**src/b64se_pkg.sv**
```systemverilog
// b64se_pkg: shared types, constants and the character map for the Base64
// stream encoder. No dependencies; imported by every module of the block.
package b64se_pkg;

  localparam int QUEUE_DEPTH_DEF = 2;

  localparam logic [1:0] PHASE_START = 2'd0;
  localparam logic [1:0] PHASE_ONE   = 2'd1;
  localparam logic [1:0] PHASE_TWO   = 2'd2;

  localparam logic [7:0] PAD_CHAR = 8'h3D;
  localparam logic [5:0] SIX_BITS = 6'h3F;

  // one output character slot: a 6-bit code or a pad
  typedef struct packed {
    logic       pad;
    logic [5:0] code;
  } slot_t;

  // work handed from front to back: slots in emit order, index of the last one
  typedef struct packed {
    slot_t [3:0] slots;
    logic  [1:0] last_idx;
  } job_t;

  function automatic logic [7:0] enc_char(input logic [5:0] code, input logic variant);
    logic [7:0] c;
    c = {2'b00, code & SIX_BITS};
    if (c < 8'd26) begin
      enc_char = 8'h41 + c;
    end else if (c < 8'd52) begin
      enc_char = 8'h61 + (c - 8'd26);
    end else if (c < 8'd62) begin
      enc_char = 8'h30 + (c - 8'd52);
    end else if (c == 8'd62) begin
      enc_char = 8'h2B;
    end else begin
      enc_char = variant ? 8'h2D : 8'h2F;
    end
  endfunction

endpackage

```
**src/base64_stream_encoder.sv**
```systemverilog
// base64_stream_encoder: top level of the streaming Base64 encoder.
// Path of a byte: job queue, current-job register, output register.
// Throughput: one character per cycle out of the back end when not stalled;
// a byte gives 1 to 4 characters (1, 1, 2 per group, 4 or 3 with last flag).
// Bytes are accepted every cycle while the job queue has room.
// Reset (rst, synchronous): group phase to start, queue empty, output idle.
module base64_stream_encoder #(
  parameter int QUEUE_DEPTH = b64se_pkg::QUEUE_DEPTH_DEF
) (
  input  logic       clk,
  input  logic       rst,
  // input byte stream
  input  logic       s_axis_tvalid,
  output logic       s_axis_tready,
  input  logic [7:0] s_axis_tdata,   // [7:0] data_byte
  input  logic       s_axis_tlast,   // last_byte
  // output character stream
  output logic       m_axis_tvalid,
  input  logic       m_axis_tready,
  output logic [7:0] m_axis_tdata,   // [7:0] code_char
  output logic       m_axis_tlast,   // last_char
  // configuration write channel
  input  logic       cfg_valid,
  output logic       cfg_ready,
  input  logic       cfg_data        // alphabet_variant
);
  import b64se_pkg::*;

  logic alphabet_variant;
  logic push, pop, queue_full, head_valid;
  job_t push_job, head_job;

  // configuration is always taken; a write is registered and takes effect in the following cycle
  assign cfg_ready = 1'b1;

  always_ff @(posedge clk) begin
    if (rst) begin
      alphabet_variant <= 1'b0;
    end else if (cfg_valid && cfg_ready) begin
      alphabet_variant <= cfg_data;
    end
  end

  // front end: classifies each byte by group phase into a job of codes/pads
  b64se_front u_front (
    .clk        (clk),
    .rst        (rst),
    .in_valid   (s_axis_tvalid),
    .in_byte    (s_axis_tdata),
    .in_last    (s_axis_tlast),
    .queue_full (queue_full),
    .in_ready   (s_axis_tready),
    .push       (push),
    .push_job   (push_job)
  );

  // job queue decouples byte acceptance from character emission
  b64se_queue #(
    .DEPTH (QUEUE_DEPTH)
  ) u_queue (
    .clk        (clk),
    .rst        (rst),
    .push       (push),
    .push_job   (push_job),
    .full       (queue_full),
    .pop        (pop),
    .head_valid (head_valid),
    .head_job   (head_job)
  );

  // back end: one character per cycle into the output register when not stalled
  b64se_back u_back (
    .clk        (clk),
    .rst        (rst),
    .variant    (alphabet_variant),
    .head_valid (head_valid),
    .head_job   (head_job),
    .pop        (pop),
    .out_valid  (m_axis_tvalid),
    .out_char   (m_axis_tdata),
    .out_last   (m_axis_tlast),
    .out_ready  (m_axis_tready)
  );

endmodule

```
**src/b64se_front.sv**
```systemverilog
// b64se_front: accepts bytes, tracks group phase and leftover bits, and
// splits each byte into a job of 6-bit codes and pads. Uses b64se_pkg.
module b64se_front (
  input  logic             clk,
  input  logic             rst,
  input  logic             in_valid,
  input  logic [7:0]       in_byte,
  input  logic             in_last,
  input  logic             queue_full,
  output logic             in_ready,
  output logic             push,
  output b64se_pkg::job_t  push_job
);
  import b64se_pkg::*;

  logic [1:0] group_phase, group_phase_next;
  logic [3:0] leftover_bits, leftover_bits_next;
  slot_t      pad_slot;

  assign in_ready = !queue_full;
  assign push     = in_valid && in_ready;
  assign pad_slot = '{pad: 1'b1, code: 6'd0};

  always_comb begin
    push_job           = '0;
    group_phase_next   = PHASE_START;
    leftover_bits_next = 4'd0;
    case (group_phase)
      PHASE_ONE: begin
        push_job.slots[0] = '{pad: 1'b0, code: {leftover_bits[1:0], in_byte[7:4]}};
        if (in_last) begin
          push_job.slots[1] = '{pad: 1'b0, code: {in_byte[3:0], 2'b00}};
          push_job.slots[2] = pad_slot;
          push_job.last_idx = 2'd2;
        end else begin
          push_job.last_idx  = 2'd0;
          group_phase_next   = PHASE_TWO;
          leftover_bits_next = in_byte[3:0];
        end
      end
      PHASE_TWO: begin
        push_job.slots[0] = '{pad: 1'b0, code: {leftover_bits, in_byte[7:6]}};
        push_job.slots[1] = '{pad: 1'b0, code: in_byte[5:0]};
        push_job.last_idx = 2'd1;
      end
      default: begin
        // group start (the unused phase code behaves the same)
        push_job.slots[0] = '{pad: 1'b0, code: in_byte[7:2]};
        if (in_last) begin
          push_job.slots[1] = '{pad: 1'b0, code: {in_byte[1:0], 4'b0000}};
          push_job.slots[2] = pad_slot;
          push_job.slots[3] = pad_slot;
          push_job.last_idx = 2'd3;
        end else begin
          push_job.last_idx  = 2'd0;
          group_phase_next   = PHASE_ONE;
          leftover_bits_next = {2'b00, in_byte[1:0]};
        end
      end
    endcase
  end

  always_ff @(posedge clk) begin
    if (rst) begin
      group_phase   <= PHASE_START;
      leftover_bits <= 4'd0;
    end else if (push) begin
      group_phase   <= group_phase_next;
      leftover_bits <= leftover_bits_next;
    end
  end

endmodule

```
**src/b64se_queue.sv**
```systemverilog
// b64se_queue: short job queue between front and back so each side can
// stall on its own. Uses b64se_pkg for the job type.
module b64se_queue #(
  parameter int DEPTH = b64se_pkg::QUEUE_DEPTH_DEF
) (
  input  logic            clk,
  input  logic            rst,
  input  logic            push,
  input  b64se_pkg::job_t push_job,
  output logic            full,
  input  logic            pop,
  output logic            head_valid,
  output b64se_pkg::job_t head_job
);
  import b64se_pkg::*;

  localparam int PW = (DEPTH > 1) ? $clog2(DEPTH) : 1;
  localparam int CW = $clog2(DEPTH + 1);
  localparam logic [PW-1:0] PTR_LAST = PW'(DEPTH - 1);
  localparam logic [CW-1:0] CNT_FULL = CW'(DEPTH);

  job_t          mem [DEPTH];
  logic [PW-1:0] wr_ptr, rd_ptr;
  logic [CW-1:0] count;

  assign full       = (count == CNT_FULL);
  assign head_valid = (count != '0);
  assign head_job   = mem[rd_ptr];

  always_ff @(posedge clk) begin
    if (push) begin
      mem[wr_ptr] <= push_job;
    end
  end

  always_ff @(posedge clk) begin
    if (rst) begin
      wr_ptr <= '0;
      rd_ptr <= '0;
      count  <= '0;
    end else begin
      if (push) begin
        wr_ptr <= (wr_ptr == PTR_LAST) ? '0 : wr_ptr + 1'b1;
      end
      if (pop) begin
        rd_ptr <= (rd_ptr == PTR_LAST) ? '0 : rd_ptr + 1'b1;
      end
      if (push && !pop) begin
        count <= count + 1'b1;
      end else if (pop && !push) begin
        count <= count - 1'b1;
      end
    end
  end

endmodule

```
**src/b64se_back.sv**
```systemverilog
// b64se_back: walks the slots of the current job, maps codes to ASCII and
// drives the registered output stream. Uses b64se_pkg.
module b64se_back (
  input  logic            clk,
  input  logic            rst,
  input  logic            variant,
  input  logic            head_valid,
  input  b64se_pkg::job_t head_job,
  output logic            pop,
  output logic            out_valid,
  output logic [7:0]      out_char,
  output logic            out_last,
  input  logic            out_ready
);
  import b64se_pkg::*;

  job_t       cur;
  logic       cur_valid;
  logic [1:0] idx;
  logic       adv, cur_done;
  slot_t      slot;

  assign slot     = cur.slots[idx];
  assign adv      = cur_valid && (!out_valid || out_ready);
  assign cur_done = adv && (idx == cur.last_idx);
  assign pop      = head_valid && (!cur_valid || cur_done);

  always_ff @(posedge clk) begin
    if (pop) begin
      cur <= head_job;
    end
    if (adv) begin
      out_char <= slot.pad ? PAD_CHAR : enc_char(slot.code, variant);
      out_last <= (idx == cur.last_idx);
    end
  end

  always_ff @(posedge clk) begin
    if (rst) begin
      cur_valid <= 1'b0;
      idx       <= 2'd0;
      out_valid <= 1'b0;
    end else begin
      if (pop) begin
        cur_valid <= 1'b1;
        idx       <= 2'd0;
      end else if (cur_done) begin
        cur_valid <= 1'b0;
      end else if (adv) begin
        idx <= idx + 2'd1;
      end
      if (adv) begin
        out_valid <= 1'b1;
      end else if (out_ready) begin
        out_valid <= 1'b0;
      end
    end
  end

endmodule

```
**config.mk**
```make
export PLATFORM = sky130hd
export DESIGN_NAME = base64_stream_encoder
export DESIGN_NICKNAME = d
export VERILOG_FILES = /design/src/b64se_pkg.sv /design/src/base64_stream_encoder.sv /design/src/b64se_front.sv /design/src/b64se_queue.sv /design/src/b64se_back.sv
export SDC_FILE = /design/constraint.sdc
export NUM_CORES = 1
export LEC_CHECK = 0
export ABC_CLOCK_PERIOD_IN_PS = 5500
export BUFFER_PORTS_ARGS = -buffer_cell sky130_fd_sc_hd__buf_2
export CORE_MARGIN = 3
export CORE_UTILIZATION = 64
export DETAILED_ROUTE_END_ITERATION = 16
export HOLD_SLACK_MARGIN = 0.15
export PLACE_DENSITY = 0.81
export REMOVE_ABC_BUFFERS = 1
export SYNTH_ARGS = -nofsm -noshare
export SYNTH_HDL_FRONTEND = slang
export SYNTH_SLANG_ARGS = --single-unit
```
**constraint.sdc**
```tcl
create_clock -name clk -period 5.5 [get_ports clk]
set_clock_uncertainty 0.15 [all_clocks]
set_input_delay 1.1 -clock clk [delete_from_list [all_inputs] [get_ports clk]]
set_output_delay 1.1 -clock clk [all_outputs]
set_load 0.05 [all_outputs]
```
==> flow_summary.json <==
{
  "cts_hold_buf": 0,
  "synth_ff_type": "edfxtp_1",
  "period_needed_ns": 3.36,
  "synth_top_family_by_area": "simple AND/OR/NAND/NOR gates",
  "cts_buffer_depth": 2,
  "antennaDiodeCount": 0,
  "clock_latency_ns": 0.32,
  "track_usage": 0.214,
  "hpwl_um": 4590,
  "max-vdd-ir-drop_v": 0.000361,
  "cpPeakStageDelay_ns": 0.82,
  "hold_viol_final": 0,
  "synth.yosys.seq_area_share": 0.549,
  "cap_violations": 0,
  "synth_compound_area_frac": 0.131,
  "finalWorstSetupSlack_ns": 2.14,
  "path_cells": "mux2i_1, nor2_1, ha_1, inv_1, a2111o_1, o31ai_4, or3b_1, a31oi_1",
  "grt_pass1_wl_um": 10400,
  "synthCells": 299,
  "start_util": 0.672,
  "synthArstFlopShare": 0,
  "placed_area_um2": 3650,
  "p_leak_uw": 0.00140,
  "critPathLaunchType": "flip-flop",
  "die_area_um2": 6390,
  "vias": 2302,
  "synthSimpleGateAreaFrac": 0.134,
  "cts.sinks": 69,
  "overflow": 0,
  "fmaxAchievable_ghz": 0.297,
  "avgSynthCellArea_um2": 11.7,
  "finalSetupTns_ns": 0,
  "io_pins": 27,
  "critPathSlowestCell": "dfxtp_1",
  "die_w_um": 79.9,
  "drtIter0Drc": 78,
  "period_share": 0.612,
  "grt_max_degree": 22,
  "die_y_um": 79.9,
  "final_cell_area_um2": 3840,
  "cts_tree": "built",
  "num-nets-final": 349,
  "synthMuxAreaShare": 0.0822,
  "htree_levels": 3,
  "drive_gt1_frac": 0.223,
  "ys_types": 62,
  "areaGrowthSynthToFinish_pct": 9.72,
  "max-slew-margin-rel": 0.164,
  "p_per_area_nw_per_um2": 600,
  "vias_per_cell": 5.80,
  "detail-route-antenna-nets": 0,
  "tightest_slew_ns": 1.25,
  "io_buffers": 25,
  "synth_xor_area_frac": 0.0250,
  "synthAdderAreaFrac": 0.0429,
  "syn-cell-area_um2": 3500,
  "cts_setup_buffers": 0,
  "path_class": "flip-flop to flip-flop",
  "yosysWarnings": 0,
  "synth_seq_cells": 69,
  "place.gp.congestion": 1.01,
  "core_area_um2": 5200,
  "rsz0062_at_grt": "false",
  "synth-edff-count": 54,
  "worst_ep_arrival_time_ns": 3.39,
  "grt_pass1_vias": 2292,
  "antenna_found_initial": 0,
  "dr.pass1.iters": 4,
  "wire_per_inst_um": 15.6,
  "final-setup-viol-count": 0,
  "totalWireLength_um": 6180,
  "rows": 26,
  "crit_fanout": 18,
  "cp.required_ns": 5.52,
  "clkTransAtPathRegs_ns": 0.07,
  "slew_viol_final": 0,
  "root_buffer": "clkbuf_8",
  "end_kind": "flip-flop",
  "cts_buffers": 9,
  "nFillCells": 365,
  "hold_class": "flip-flop to flip-flop",
  "post-place-ws_ns": 2.18,
  "drc": 0,
  "status": "finished, final reports clean",
  "ctsResizeCount": 0
}
## kinds of logic (layout without fill, tap and decap cells)
| group | after synthesis | after routing |
|---|---|---|
| adder cells (fa/ha/maj) | 12 | 12 |
| AND/OR/NAND/NOR | 92 | 92 |
| flip-flops | 69 | 69 |
| buffers and inverters | 27 | 55 |
| other | 1 | 1 |
| XOR/XNOR | 10 | 10 |
| multiplexers | 25 | 25 |
| AO/OA/AOI/OAI | 63 | 63 |
## Yosys cell counts, types with 2 or more instances
library cell / n / area, µm²
nor2b_1: 5 / 31.3
nor3_1: 7 / 35.0
mux2_2: 16 / 180
o21ai_0: 11 / 55.1
xor2_1: 6 / 52.6
xnor2_1: 4 / 35.0
or2_2: 4 / 25.0
clkbuf_1: 10 / 37.5
ha_1: 12 / 150
o21a_1: 2 / 15.0
edfxtp_1: 54 / 1620
nand3_1: 4 / 20.0
a211oi_1: 2 / 15.0
mux2i_1: 7 / 70.1
inv_1: 11 / 41.3
a311oi_1: 2 / 17.5
a31oi_1: 2 / 12.5
nor3b_1: 2 / 15.0
a22o_1: 4 / 35.0
a22oi_1: 10 / 75.1
a32oi_1: 2 / 17.5
and2_1: 4 / 25.0
buf_6: 2 / 22.5
a21o_1: 2 / 15.0
dfxtp_1: 15 / 300
nor2_1: 31 / 116
a21oi_1: 12 / 60.1
inv_2: 2 / 7.51
nand2_1: 17 / 63.8
nand2b_1: 5 / 31.3
## worst max-delay path: cells and delay by family (launching register included)
family                   cells  cell delay (ns)
AND/OR/NAND/NOR              2             0.83
buffers and inverters        1             0.07
AO/OA/AOI/OAI                3             0.70
multiplexers                 1             0.27
flip-flops                   1             0.82
adder cells (fa/ha/maj)      1             0.38
## per-layer routing
metal,share of wire,up-vias,GRT usage
li1,-,1147,-
met1,0.41,1069,0.246
met2,0.50,67,0.364
met3,0.042,19,0.0564
met4,0.040,0,0.115
met5,0,-,0
## placed cells by master, fill, tap and decap left out, types with 2 or more instances in the layout
cell type	count
xor2_1	6
or2_2	4
nor3_1	7
o21a_1	2
a21o_1	2
a22oi_1	10
a31oi_1	2
nor2b_1	5
nor2_1	31
clkinv_4	2
a32oi_1	2
inv_2	2
a21oi_1	12
xnor2_1	4
mux2_2	16
a211oi_1	2
clkinv_2	2
nand2b_1	5
inv_1	11
nand2_1	17
a311oi_1	2
dfxtp_1	15
mux2i_1	7
a22o_1	4
clkbuf_8	9
buf_2	25
o21ai_0	11
nand3_1	4
ha_1	12
nor3b_1	2
edfxtp_1	54
and2_1	4
## metrics by stage
step           total power [µW]   util  hold WS, ns  instances
2_1_floorplan              1680      -        0.286        285
3_3_place_gp               1920  0.701        0.304        381
3_5_place_dp               1920  0.701        0.317        381
4_1_cts                    2310  0.738        0.329        397
5_1_grt                    2470  0.738        0.386        397
6_report                   2300  0.738        0.328        397
## path summary, 6_finish.rpt
path                    startpoint                  to  slack, ns  depth (start not counted)
setup / recovery     u_back.idx[0]  u_back.out_char[4]       2.14                          8
hold / removal    u_back.cur_valid    u_back.out_valid       0.33                          2
setup reg to reg     u_back.idx[0]  u_back.out_char[4]       2.14                          8
hold reg to reg   u_back.cur_valid    u_back.out_valid       0.33                          2
## area by class of cell
cell class | instances | area, µm² | area share
tap | 70 | 87.6 | 0.0228
clock inverter | 6 | 65.1 | 0.0169
multi-input combinational | 203 | 1460 | 0.379
clock buffer | 10 | 128 | 0.0332
inverter | 13 | 48.8 | 0.0127
timing repair buffer | 26 | 133 | 0.0345
sequential | 69 | 1920 | 0.500
## registers in the layout, summed over array words and instances, names as in the netlist
| name | flops |
|---|---|
| u_queue.count | 2 |
| u_back.out_last | 1 |
| u_back.out_valid | 1 |
| u_back.cur | 15 |
| u_front.leftover_bits | 4 |
| u_queue.rd_ptr | 1 |
| u_front.group_phase | 2 |
| u_back.idx | 2 |
| u_back.cur_valid | 1 |
| u_back.out_char | 8 |
| u_queue.mem | 30 |
| alphabet_variant | 1 |
| u_queue.wr_ptr | 1 |
## report_power, final
| group | switching, µW | internal (µW) | total (µW) |
|---|---|---|---|
| Sequential | 102 | 774 | 875 |
| Combinational | 648 | 392 | 1040 |
| Clock | 179 | 209 | 389 |
| Total | 929 | 1380 | 2300 |
Power figures use the tool's default switching activity.
